`src/design/text_cell_glyph_renderer_unit_defines.svh`:
```
// ----------------------------------------------------------------------------
// Text cell glyph renderer assertion macros
// Shared property forms for the renderer checks.
// ----------------------------------------------------------------------------
`ifndef TEXT_CELL_GLYPH_RENDERER_UNIT_DEFINES_SVH
`define TEXT_CELL_GLYPH_RENDERER_UNIT_DEFINES_SVH

// Same-cycle implication, off during reset.
`define TCGR_ASSERT_NOW(label, clk, rst, ante, cons) \
  label: assert property (@(posedge clk) disable iff (rst) (ante) |-> (cons)) \
    else $error("renderer check failed");

// Next-cycle implication, off during reset.
`define TCGR_ASSERT_NEXT(label, clk, rst, ante, cons) \
  label: assert property (@(posedge clk) disable iff (rst) (ante) |=> (cons)) \
    else $error("renderer check failed");

`endif

```
`src/design/tcgr_pkg.sv`:
```
`timescale 1ns / 1ps
// ----------------------------------------------------------------------------
// Text cell glyph renderer package
// Font geometry, command codes and divider interface types.
// ----------------------------------------------------------------------------
package tcgr_pkg;

  localparam int GLYPH_WIDTH  = 8;
  localparam int GLYPH_HEIGHT = 16;
  localparam int GLYPH_COUNT  = 96;
  localparam int ROW_SLOTS    = 16;
  localparam int FIRST_CODE   = 32;
  localparam int PIXEL_BYTES  = 4;

  localparam int ROW_W    = $clog2(ROW_SLOTS);
  localparam int GLYPH_W  = 7;
  localparam int FONT_DEPTH = GLYPH_COUNT * ROW_SLOTS;
  localparam int FONT_AW  = GLYPH_W + ROW_W;
  localparam int DIV_W    = 16;
  localparam int DIV_CNT_W = $clog2(DIV_W);
  localparam int OFF_W    = 26;

  localparam logic [15:0] WIDTH_MASK = 16'((32'd1 << GLYPH_WIDTH) - 32'd1);

  localparam logic [1:0] CMD_DRAW   = 2'd0;
  localparam logic [1:0] CMD_CURSOR = 2'd1;
  localparam logic [1:0] CMD_LOAD   = 2'd2;

  localparam logic [1:0] REG_SCREEN_WIDTH = 2'd0;
  localparam logic [1:0] REG_TEXT_COLUMNS = 2'd1;
  localparam logic [1:0] REG_TEXT_CELLS   = 2'd2;
  localparam logic [1:0] REG_CURSOR_CODE  = 2'd3;

  typedef struct packed {
    logic             start;
    logic [DIV_W-1:0] dividend;
    logic [DIV_W-1:0] divisor;
  } div_req_t;

  typedef struct packed {
    logic             done;
    logic [DIV_W-1:0] quot;
    logic [DIV_W-1:0] rem;
  } div_rsp_t;

endpackage

```
`src/design/tcgr_divider.sv`:
```
`timescale 1ns / 1ps
// ----------------------------------------------------------------------------
// Text cell glyph renderer divider
// Restoring divider, one quotient bit per cycle, shared by both cell splits.
// ----------------------------------------------------------------------------
module tcgr_divider (
  input  logic               clk,
  input  logic               rst,
  input  tcgr_pkg::div_req_t req,
  output tcgr_pkg::div_rsp_t rsp
);
  import tcgr_pkg::*;

  logic                 busy;
  logic                 done;
  logic [DIV_CNT_W-1:0] cnt;
  logic [DIV_W-1:0]     quot;
  logic [DIV_W-1:0]     rem;
  logic [DIV_W-1:0]     divisor;
  logic [DIV_W:0]       shifted;
  logic [DIV_W:0]       diff;

  assign shifted = {rem, quot[DIV_W-1]};
  assign diff    = shifted - {1'b0, divisor};

  always_ff @(posedge clk) begin
    if (rst) begin
      busy <= 1'b0;
      done <= 1'b0;
      cnt  <= '0;
    end else begin
      done <= 1'b0;
      if (req.start) begin
        busy <= 1'b1;
        cnt  <= '0;
      end else if (busy) begin
        cnt <= cnt + 1'b1;
        if (cnt == DIV_CNT_W'(DIV_W - 1)) begin
          busy <= 1'b0;
          done <= 1'b1;
        end
      end
    end
  end

  always_ff @(posedge clk) begin
    if (req.start) begin
      quot    <= req.dividend;
      rem     <= '0;
      divisor <= req.divisor;
    end else if (busy) begin
      if (!diff[DIV_W]) begin
        rem  <= diff[DIV_W-1:0];
        quot <= {quot[DIV_W-2:0], 1'b1};
      end else begin
        rem  <= shifted[DIV_W-1:0];
        quot <= {quot[DIV_W-2:0], 1'b0};
      end
    end
  end

  assign rsp.done = done;
  assign rsp.quot = quot;
  assign rsp.rem  = rem;

endmodule

```
`config.mk`:
```
export PLATFORM = sky130hd
export DESIGN_NAME = tcgr_divider
export DESIGN_NICKNAME = d
export VERILOG_FILES = /design/src/design/text_cell_glyph_renderer_unit_defines.svh /design/src/design/tcgr_pkg.sv /design/src/design/tcgr_divider.sv
export SDC_FILE = /design/constraint.sdc
export NUM_CORES = 1
export LEC_CHECK = 0
export BUFFER_PORTS_ARGS = -buffer_cell sky130_fd_sc_hd__buf_2
export CAP_MARGIN = 30
export CORE_MARGIN = 3
export CORE_UTILIZATION = 49
export CTS_BUF_LIST = sky130_fd_sc_hd__clkbuf_8 sky130_fd_sc_hd__clkbuf_16
export DETAILED_ROUTE_END_ITERATION = 10
export GPL_TIMING_DRIVEN = 1
export HOLD_SLACK_MARGIN = 0.06
export PLACE_DENSITY = 0.76
export RECOVER_POWER = 100
export REMOVE_ABC_BUFFERS = 1
export SYNTH_ARGS = -nofsm -noshare
export SYNTH_HDL_FRONTEND = slang
export SYNTH_SLANG_ARGS = --single-unit
export TNS_END_PERCENT = 50
```
`constraint.sdc`:
```
create_clock -name clk -period 2.5 [get_ports clk]
set_input_delay 0.625 -clock clk [delete_from_list [all_inputs] [get_ports clk]]
set_output_delay 0.625 -clock clk [all_outputs]
set_load 0.005 [all_outputs]
```
# == Yosys cells after proc, flatten, opt, wreduce, memory -nomap -nowiden ==
# Index checks and enable logic that the tools add are counted.
# totals
out_inout_bits,33
register_bits,54
mem_bits_ro,0
ramBits,0
latchBits,0
word_cells,21
n_memories,0
in_bits,35
# classes
n_eq_ne,1
shifts,0
n_lt_le_gt_ge,0
n_mul,0
add_sub_neg,2
n_mux,8
n_div,0
reduce_logical,3
n_bitwise,1
# ops
operator,n
$mux 16,3
$sub 17x16->17,1
$mux 1,5
$add 4x1->4 const B,1
$eq 4x4->1 const B,1
$reduce_or 3->1,1
$reduce_bool 2->1,1
$reduce_or 2->1,1
$not 1->1,1

# == Depth between registers and ports, before layout ==
# Gate-level depths: netlist (run 1).
# depth
word_depth,4
ltp_mapped,12
ltp_nobuf,10

# == Worst setup path before layout (run 1) ==
# OpenSTA, ideal clock, no wires.
# synth_timing
path_kind,register -> register
from,reg quot[15]
to,reg rem[9]
t_required_ns,2.413
t_arrival_ns,2.480
path_buffers,1
path_stages_with_launch,12
synth_period_minus_slack_ns,2.567
path_slack_ns,-0.067
setup_ns,0.087
path_cell_list,edfxtp_1 inv_1 ha_1 fa_1 nand2b_1 a21oi_1 o21ai_1 o31a_1 buf_6 xnor2_4 or4_1 o31ai_1
# synth_between
elab_chain_cells,2
# synth_rtl
element,line_no,rtl
"start, declared",tcgr_divider.sv:17,logic [DIV_W-1:0] quot;
"start signal, assigned",tcgr_divider.sv:48,quot <= req.dividend;
"start signal, assigned",tcgr_divider.sv:54,"quot <= {quot[DIV_W-2:0], 1'b1};"
"start signal, assigned",tcgr_divider.sv:57,"quot <= {quot[DIV_W-2:0], 1'b0};"
$sub 17x16->17,tcgr_divider.sv:24,"assign diff = shifted - {1'b0, divisor};"
$mux 16,tcgr_divider.sv:52,if (!diff[DIV_W]) begin
"end signal, assigned",tcgr_divider.sv:53,rem <= diff[DIV_W-1:0];
"end signal, assigned",tcgr_divider.sv:56,rem <= shifted[DIV_W-1:0];
"end, declared",tcgr_divider.sv:18,logic [DIV_W-1:0] rem;
# No other way between the ends.
# A chain may end at the register's enable or synchronous reset.

# == Worst setup path in the final report (run 1) ==
# layout_timing
from,reg quot[15]
to,reg rem[5]
# Same word-level chain as after synthesis.

==> results.ini, run 1 <==
[run_status]
status=finished with violations
violations=negative setup slack

[cells_and_area]
nets=435
antenna_cells=0
fin_area_um2=3720
drive_gt1_frac=0.303
fillers=482
fin_util=0.651
syn_to_final_growth_pct=23.6

[timing]
finalMaxSlewViolations=0
setup_viol=10
maxSlewHeadroom=0.606
fmax_ghz=0.387
skew_ns=0.00509
tightest_slew_ns=0.590
finalHoldViolCount=0
rsz0062_at_grt=yes
period_needed_ns=2.58
fin_crit_sh=1.03
timing.final.ws_setup_ns=-0.0825

[synth]
yosysTopAreaCell=edfxtp_1
syn_inst=287
synth.top_cell.area_share=0.319
ys_async_sr_fraction=0
synthTopCellsByArea=edfxtp_1 32%, dfxtp_1 15%, ha_1 7.1%
synthMostInstantiatedCell=edfxtp_1
synthFlopType=edfxtp_1
ys_warn_count=0
yosysUniqueCellTypes=52
synth_area_per_cell_um2=10.5
synth_area_um2=3010
ys_seq_elements=54
ys_seq_area_frac=0.466
synth_edf_count=32
synth_commonest_cells=32 x edfxtp_1, 28 x nand2_1, 22 x dfxtp_1, 21 x inv_1

[grt]
met3_usage=0.0471
grt_use_met2=0.349
antenna_found_initial=0
grt_pass1_vias=2563
grt-busiest-layer=met2
grt.overflow.total=0
grt_usage=0.207
met1_usage=0.263
grt_max_degree=21
grt_pass1_wl_um=12000

[place]
dp_slack_ns=-0.241
place_area_um2=3560
hpwlAfterDp_um=5410
port_buffers=67
place_congestion=0.888

[detailed_routing]
vias=2485
drt-vias-per-instance=5.46
antenna_left=0
routed_wl_um=7030
wl_per_cell_um=15.4
drc=0
firstDrtPassIters=4
drt-initial-drc-count=176

[clocking]
clockBufferDepth=2
clock_sinks=54
cts_tree=built
insertion_delay_ns=0.30
cts_max_level=2
cts.reportedPaths.clkPinSlew_ns=0.09
clock-root-buffer=clkbuf_8
numCtsBuffers=5

[die]
rows=27
fp.dieArea_um2=7120
ios=68
die_w_um=84.4
die_h_um=84.4
coreArea_um2=5710
start_util=0.527

[min_path]
min_path_type=reg2reg
worstHoldStart=cnt[3]$_SDFFE_PP0P_

[worst_setup_path]
crit_start=quot[15]$_DFFE_PP_
end_kind=register
path_class=reg2reg
worstPathRequired_ns=2.72
critical_path_arrival_ns=2.81
crit-reg2reg-launch=quot[15]$_DFFE_PP_
worst-path-max-fanout=6
critPathLaunchType=register

[flow_run]
cap_violations=0

[power]
peakVddDrop_mv=0.407
p_per_area_nw_per_um2=550
total_power_mw=2.04
leakage_nw=1.60

[sequential cells by signal, summed over array words and instances, names as in the netlist]
signal / count
quot: 16
cnt: 4
busy: 1
divisor: 16
rem: 16
done: 1
[layout make-up]
type	instances	area, µm²	area share
Tap cell	72	90.1	0.0242
Inverter	22	82.6	0.0222
Multi-Input combinational cell	200	1500	0.404
Sequential cell	54	1400	0.377
Clock inverter	3	12.5	0.00336
Timing Repair Buffer	99	559	0.150
Clock buffer	5	68.8	0.0185
[power breakdown]
group | leakage [nW] | internal, mW | switching [mW]
combinational | 1.06 | 0.254 | 0.273
sequential | 0.497 | 1.02 | 0.0397
clock | 0.0468 | 0.189 | 0.270
total | 1.60 | 1.46 | 0.583
[routing by layer]
layer,vias to the layer above,share of wire
met5,-,0
li1,1229,-
met3,8,0.056
met1,1166,0.44
met4,0,0.013
met2,82,0.49
[path summary, 6_finish.rpt]
| kind | to | slack [ns] | cells after the start |
|---|---|---|---|
| worst max-delay path | rem[5]$_SDFFE_PP0P_ | -0.08 | 12 |
| worst min-delay path | done$_SDFF_PP0_ | 0.48 | 2 |
| worst max register to register | rem[5]$_SDFFE_PP0P_ | -0.08 | 12 |
| worst min register to register | done$_SDFF_PP0_ | 0.48 | 2 |
[through the flow]
stage	std cells	TNS (ns)	hold slack (ns)
final	455	-0.684	0.478
after CTS	454	-1.53	0.478
after detailed placement	439	-3.22	0.461
after floorplan	276	-0.743	0.439
after global placement	439	-1.38	0.458
after global routing	455	-2.63	0.467
[critical path, cell delays in order, from the launching register on]
cell and delay (ns):
edfxtp_1 0.37, inv_2 0.04, ha_2 0.18, fa_2 0.34, nand2b_4 0.16, a21oi_4 0.16, o21ai_2 0.08, o31a_1 0.34
buf_6 0.18, xnor2_4 0.21, buf_6 0.14, nand2_1 0.06, a311oi_2 0.25
[layout by cell type, fill, tap and decap left out, drive strengths merged, types with 7 or more instances in the layout]
master,n
buf,81
edfxtp,32
nand2,28
inv,23
clkbuf,23
dfxtp,22
nor2,18
a21oi,18
ha,17
mux2,15
o21ai,14
xor2,12
nand2b,7
[cells by family after synthesis]
kind of cell / share of synthesized area
AND/OR/NAND/NOR: 0.126
AO/OA/AOI/OAI: 0.150
flip-flops: 0.466
buffers and inverters: 0.0466
multiplexers: 0.0694
XOR/XNOR: 0.0649
adder cells (fa/ha/maj): 0.0773
[what timing repair did]
action,CTS,global route
gates resized for setup,9,5
hold buffers,0,0
buffers inserted,7,1
setup endpoints to repair,17,17
pin swaps,7,9
Power figures use the tool's default switching activity.
==> inputs of run 2 (changes only) <==
--- a/config.mk
+++ b/config.mk
@@ -6,14 +6,12 @@
 export NUM_CORES = 1
 export LEC_CHECK = 0
 export BUFFER_PORTS_ARGS = -buffer_cell sky130_fd_sc_hd__buf_2
-export CAP_MARGIN = 30
 export CORE_MARGIN = 3
-export CORE_UTILIZATION = 49
+export CORE_UTILIZATION = 35
 export CTS_BUF_LIST = sky130_fd_sc_hd__clkbuf_8 sky130_fd_sc_hd__clkbuf_16
 export DETAILED_ROUTE_END_ITERATION = 10
 export GPL_TIMING_DRIVEN = 1
 export HOLD_SLACK_MARGIN = 0.06
-export PLACE_DENSITY = 0.76
 export RECOVER_POWER = 100
 export REMOVE_ABC_BUFFERS = 1
 export SYNTH_ARGS = -nofsm -noshare
==> run 2 against run 1 <==
Compared with the run above: the flow still finishes with violations (negative setup slack); clock power rose by 12%; combinational power increased by 5.3%; largest power group unchanged; fmax grew 1.5%; utilization is 18 points lower; die area is 37% higher; hold slack got worse by 0.010 ns; cell area increased by 5.2%; routed wire length increased by 4.4%; clock-buffer cell count did not move.
==> results.ini, run 2 (synthesis results as in run 1) <==
[run_status]
status=finished with violations
violations=negative setup slack

[worst_setup_path]
critPathLaunchType=register
critical_path_arrival_ns=2.78  ; -0.03 ns
slowest_delay_ns=0.43  ; +0.06 ns
worstPathRequired_ns=2.74  ; +0.02 ns
crit_chain=ha_4 -> fa_2 -> nand2b_4 -> a21oi_2 -> o21ai_2 -> o31a_1 -> buf_6 -> xnor2_4 -> buf_6 -> nand2_2 -> a311oi_2
path_class=reg2reg
worst-path-max-fanout=5  ; -1
cp_slowest_cell=edfxtp_1
crit_top_cell=buf_6
end_kind=register

[cells_and_area]
fillers=778  ; +61%
drive_gt1_frac=0.355  ; +0.0526
ff_latch_area_um2=1400  ; unchanged
layout_common_cells=58 x buf_2, 32 x edfxtp_1, 23 x nand2_1, 22 x dfxtp_1, 22 x buf_4
final-instance-count-excl-fill=496  ; +9.0%
mostFrequentLayoutCell=buf_2
nets=443  ; +1.8%
multi_input_area_um2=1570  ; +4.2%
largestRegisters=divisor (16), quot (16), rem (16)
antenna_cells=0  ; unchanged
syn_to_final_growth_pct=30.0

[timing]
skew_ns=0.00882  ; +0.00373 ns
tightest_slew_ns=0.907  ; +0.316 ns
fin_crit_sh=1.02  ; -0.0148
timing.final.ws_setup_ns=-0.0455  ; +0.0369 ns
finalMaxSlewViolations=0  ; unchanged
maxSlewHeadroom=0.393  ; -0.213
finalHoldViolCount=0  ; unchanged
rsz0062_at_grt=yes
fmax_ghz=0.393  ; +1.5%
setup_viol=8  ; -2
period_needed_ns=2.55  ; -0.0369 ns

[detailed_routing]
firstDrtPassIters=4  ; unchanged
drc=0  ; unchanged
wl_per_cell_um=14.8  ; -4.3%
drt-initial-drc-count=164  ; -6.8%
antenna_left=0  ; unchanged
routed_wl_um=7340  ; +4.4%
vias=2500  ; +0.60%
drt-vias-per-instance=5.04  ; -7.7%

[power]
leakage_nw=1.67  ; +4.1%
p_per_area_nw_per_um2=543  ; -1.2%
peakVddDrop_mv=0.274  ; -33%
total_power_mw=2.12  ; +4.0%

[place]
hpwlAfterDp_um=5520  ; +2.1%
port_buffers=67  ; unchanged
placedCellCount=478  ; +8.9%
place_congestion=0.834  ; -6.1%

[die]
start_util=0.363  ; -0.164
die_h_um=98.7  ; +17%
ios=68  ; unchanged
die_w_um=98.7  ; +17%
coreArea_um2=8300  ; +45%
fp.dieArea_um2=9750  ; +37%
rows=33  ; +22%

[clocking]
clock_sinks=54  ; unchanged
cts.reportedPaths.clkPinSlew_ns=0.10  ; about the same
numCtsBuffers=5  ; unchanged
clock-root-buffer=clkbuf_8
clockBufferDepth=2  ; unchanged
cts_tree=built
cts_hold_buf=0  ; unchanged
cts_max_level=2  ; unchanged
insertion_delay_ns=0.32  ; +0.02 ns

[grt]
grt_max_degree=49  ; +130%
antenna_found_initial=0  ; unchanged
grt.overflow.total=0  ; unchanged
grt_usage=0.151  ; -0.0553
grt_pass1_vias=2514  ; -1.9%
grt_pass1_wl_um=11900  ; -0.52%

[flow_run]
cap_violations=0  ; unchanged

[min_path]
min_path_type=reg2reg

## run 2: cell types whose count changed in the layout (fill, tap and decap cells not counted), moves of 2 or more
| cell | previous run | this run |
|---|---|---|
| a21oi_2 | 0 | 2 |
| a311oi_1 | 4 | 1 |
| a311oi_2 | 2 | 5 |
| buf_12 | 0 | 2 |
| buf_2 | 54 | 58 |
| clkinv_4 | 0 | 3 |
| nand2_1 | 27 | 23 |
| nand2_2 | 1 | 5 |
| o21ai_1 | 6 | 4 |
| o21ai_2 | 1 | 3 |
## run 2: timing repair
item / in CTS / in global routing
gates resized for setup: 11 / 18
pin swaps: 14 / 11
setup endpoints to repair: 17 / 17
buffers inserted: 8 / 3
## run 2: final cells by class
type | count | area share
clock buffers | 5 | 0.0176
clock inverters | 3 | 0.00672
repair buffers | 107 | 0.162
inverters | 22 | 0.0211
well taps | 105 | 0.0336
flip-flops and latches | 54 | 0.358
multi-input cells | 200 | 0.401
## run 2: layer usage
layer  vias up  track usage  part of all wire  wire length (µm)
li1       1242            -                 -                 -
met1      1184        0.193              0.46              3410
met2        65        0.252              0.48              3500
met3         9       0.0276             0.039               286
met4         0       0.0641             0.020               144
met5         -            0                 0                 0
## run 2: power breakdown
| part | switching (mW) | total [mW] | internal, mW |
|---|---|---|---|
| registers | 0.0368 | 1.05 | 1.02 |
| logic | 0.283 | 0.555 | 0.272 |
| clock network | 0.312 | 0.515 | 0.203 |
## run 2: worst paths after layout
path,from,to,slack (ns),depth (start not counted)
worst max-delay path,divisor[0]$_DFFE_PP_,rem[8]$_SDFFE_PP0P_,-0.05,11
worst min-delay path,cnt[3]$_SDFFE_PP0P_,done$_SDFF_PP0_,0.47,2
worst max register to register,divisor[0]$_DFFE_PP_,rem[8]$_SDFFE_PP0P_,-0.05,11
worst min register to register,cnt[3]$_SDFFE_PP0P_,done$_SDFF_PP0_,0.47,2
## run 2: stage by stage
stage	util	cell area, µm²	hold slack [ns]	TNS (ns)	setup slack [ns]
2_1_floorplan	-	2950	0.439	-0.743	-0.200
3_3_place_gp	0.441	3660	0.452	-1.11	-0.102
3_5_place_dp	0.441	3660	0.452	-1.90	-0.164
4_1_cts	0.465	3860	0.462	-1.21	-0.0967
5_1_grt	0.471	3910	0.462	-2.08	-0.194
6_report	0.471	3910	0.468	-0.197	-0.0455
## run 2: critical path: cells and delay by family, from the launching register on
family / cells / cell delay [ns]
AOI/OAI and AO/OA: 4 / 0.79
buffers and inverters: 2 / 0.34
xor gates and xnor gates: 1 / 0.20
DFF: 1 / 0.43
adders and majority gates: 2 / 0.52
and+or+nand+nor: 2 / 0.20
==> inputs of run 3 (changes only) <==
--- a/config.mk
+++ b/config.mk
@@ -6,12 +6,15 @@
 export NUM_CORES = 1
 export LEC_CHECK = 0
 export BUFFER_PORTS_ARGS = -buffer_cell sky130_fd_sc_hd__buf_2
+export CELL_PAD_IN_SITES_DETAIL_PLACEMENT = 0
+export CELL_PAD_IN_SITES_GLOBAL_PLACEMENT = 1
 export CORE_MARGIN = 3
 export CORE_UTILIZATION = 35
 export CTS_BUF_LIST = sky130_fd_sc_hd__clkbuf_8 sky130_fd_sc_hd__clkbuf_16
 export DETAILED_ROUTE_END_ITERATION = 10
 export GPL_TIMING_DRIVEN = 1
 export HOLD_SLACK_MARGIN = 0.06
+export PLACE_DENSITY_LB_ADDON = 0.08
 export RECOVER_POWER = 100
 export REMOVE_ABC_BUFFERS = 1
 export SYNTH_ARGS = -nofsm -noshare
==> run 3 against run 2 <==
Compared with the run above: the run still ends with negative setup slack left; global-route usage is 1.6 points higher; combinational power shrank 3%; non-clock buffer count is 3 lower; critical path depth shrank 1; fmax down 0.99%; cell area down 0.42%; clock-buffer cell count stayed put; final cell count is 0.40% lower.
==> results.ini, run 3 (synthesis results as in run 1) <==
[timing]
fmax_ghz=0.389  ; -0.99%
finalMaxSlewViolations=0  ; unchanged
period_needed_ns=2.57  ; +0.0253 ns
rsz0062_at_grt=yes
finalHoldViolCount=0  ; unchanged
skew_ns=0.00564  ; -0.00317 ns
maxSlewHeadroom=0.492  ; +0.0982
timing.final.ws_setup_ns=-0.0709  ; -0.0253 ns
fin_crit_sh=1.03  ; +0.0101
tightest_slew_ns=0.763  ; -0.144 ns
setup_viol=11  ; +3
finalSetupTns_ns=-0.383  ; -0.186 ns

[die]
coreArea_um2=8300  ; unchanged
die_h_um=98.7  ; unchanged
rows=33  ; unchanged
fp.dieArea_um2=9750  ; unchanged
ios=68  ; unchanged
die_w_um=98.7  ; unchanged
start_util=0.363  ; unchanged

[clocking]
insertion_delay_ns=0.30  ; -0.02 ns
clockBufferDepth=2  ; unchanged
numCtsBuffers=5  ; unchanged
cts_tree=built
clock_sinks=54  ; unchanged
cts.reportedPaths.clkPinSlew_ns=0.10  ; about the same
cts_hold_buf=0  ; unchanged
clock-root-buffer=clkbuf_8
cts_max_level=2  ; unchanged

[cells_and_area]
fillers=813  ; +4.5%
fin_area_um2=3900  ; -0.42%
largestRegisters=divisor (16), quot (16), rem (16)
drive_gt1_frac=0.324  ; -0.0316
layout_common_cells=54 x buf_2, 32 x edfxtp_1, 24 x nand2_1, 24 x buf_4, 22 x dfxtp_1
syn_to_final_growth_pct=29.5
antenna_cells=0  ; unchanged
final-instance-count-excl-fill=494  ; -0.40%
nets=441  ; -0.45%
mostFrequentLayoutCell=buf_2

[power]
peakVddDrop_mv=0.295  ; +7.5%
leakage_nw=1.66  ; -0.40%
p_per_area_nw_per_um2=589  ; +8.4%

[grt]
grt_max_degree=26  ; -47%
grt_pass1_wl_um=13000  ; +9.6%
grt.overflow.total=0  ; unchanged
grt_usage=0.168  ; +0.0163
antenna_found_initial=0  ; unchanged
grt_pass1_vias=2569  ; +2.2%

[place]
hpwlAfterDp_um=5950  ; +7.7%
port_buffers=67  ; unchanged
place_area_um2=3660  ; about the same
place_congestion=0.852  ; +2.1%
placedCellCount=480  ; +0.42%

[worst_setup_path]
critical_path_arrival_ns=2.79  ; about the same
worstPathRequired_ns=2.72  ; -0.02 ns
path_class=reg2reg
end_kind=register
worst-path-max-fanout=3  ; -2
critPathLaunchType=register

[detailed_routing]
drc=0  ; unchanged
firstDrtPassIters=4  ; unchanged
wl_per_cell_um=15.7  ; +6.2%
antenna_left=0  ; unchanged
wl_met3_um=516  ; +80%
routed_wl_um=7760  ; +5.8%
drt-initial-drc-count=141  ; -14%
wl_met2_um=3600  ; +2.8%
routed.top_layer=met4
met1_length_um=3550  ; +4.0%
drt-vias-per-instance=5.14  ; +1.9%
vias=2538  ; +1.5%

[run_status]
violations=negative setup slack
status=finished with violations

[flow_run]
cap_violations=0  ; unchanged

[min_path]
min_path_type=reg2reg

## run 3: where the power goes
group	switching [mW]	internal, mW	total (mW)
clock network	0.298	0.397	0.695
logic	0.278	0.263	0.541
registers	0.0403	1.02	1.06
## run 3: layout make-up
cell class / instances / area [µm²] / area share
multi-input cells: 201 / 1560 / 0.400
flip-flops and latches: 54 / 1400 / 0.360
repair buffers: 104 / 591 / 0.152
well taps: 105 / 131 / 0.0337
inverters: 22 / 82.6 / 0.0212
clock buffers: 5 / 68.8 / 0.0177
clock inverters: 3 / 63.8 / 0.0164
## run 3: routing by layer
metal | GRT usage | vias to the layer above
met5 | 0 | -
met4 | 0.0473 | 0
met3 | 0.0460 | 8
met2 | 0.266 | 82
met1 | 0.226 | 1203
li1 | - | 1245
## run 3: critical path: stages, from the launching register on
cell      delay (ns)
edfxtp_1        0.42
ha_4            0.18
fa_2            0.34
nand2b_4        0.15
a21oi_2         0.14
o21ai_2         0.08
o31a_1          0.31
buf_4           0.19
xnor2_4         0.13
or4_1           0.47
o31ai_1         0.08
## run 3: metrics by stage
| stage | power [mW] | setup WS (ns) | hold slack (ns) | utilization |
|---|---|---|---|---|
| after floorplan | 1.35 | -0.200 | 0.439 | - |
| after global routing | 2.43 | -0.173 | 0.459 | 0.469 |
| after detailed placement | 1.59 | -0.259 | 0.456 | 0.441 |
| after global placement | 1.59 | -0.173 | 0.461 | 0.441 |
| final | 2.29 | -0.0709 | 0.477 | 0.469 |
| after CTS | 2.32 | -0.126 | 0.465 | 0.470 |
## run 3: what timing repair did
action / CTS / global route
buffers inserted: 5 / 0
endpoints found under the setup margin: 17 / 17
resized for setup: 10 / 9
pin swaps: 12 / 5
gates cloned: 1 / 0
## run 3: worst paths after layout
kind | startpoint | end | slack (ns) | cells after the start
setup reg to reg | divisor[0]$_DFFE_PP_ | rem[9]$_SDFFE_PP0P_ | -0.07 | 10
setup / recovery | divisor[0]$_DFFE_PP_ | rem[9]$_SDFFE_PP0P_ | -0.07 | 10
hold / removal | cnt[3]$_SDFFE_PP0P_ | done$_SDFF_PP0_ | 0.48 | 2
hold reg to reg | cnt[3]$_SDFFE_PP0P_ | done$_SDFF_PP0_ | 0.48 | 2
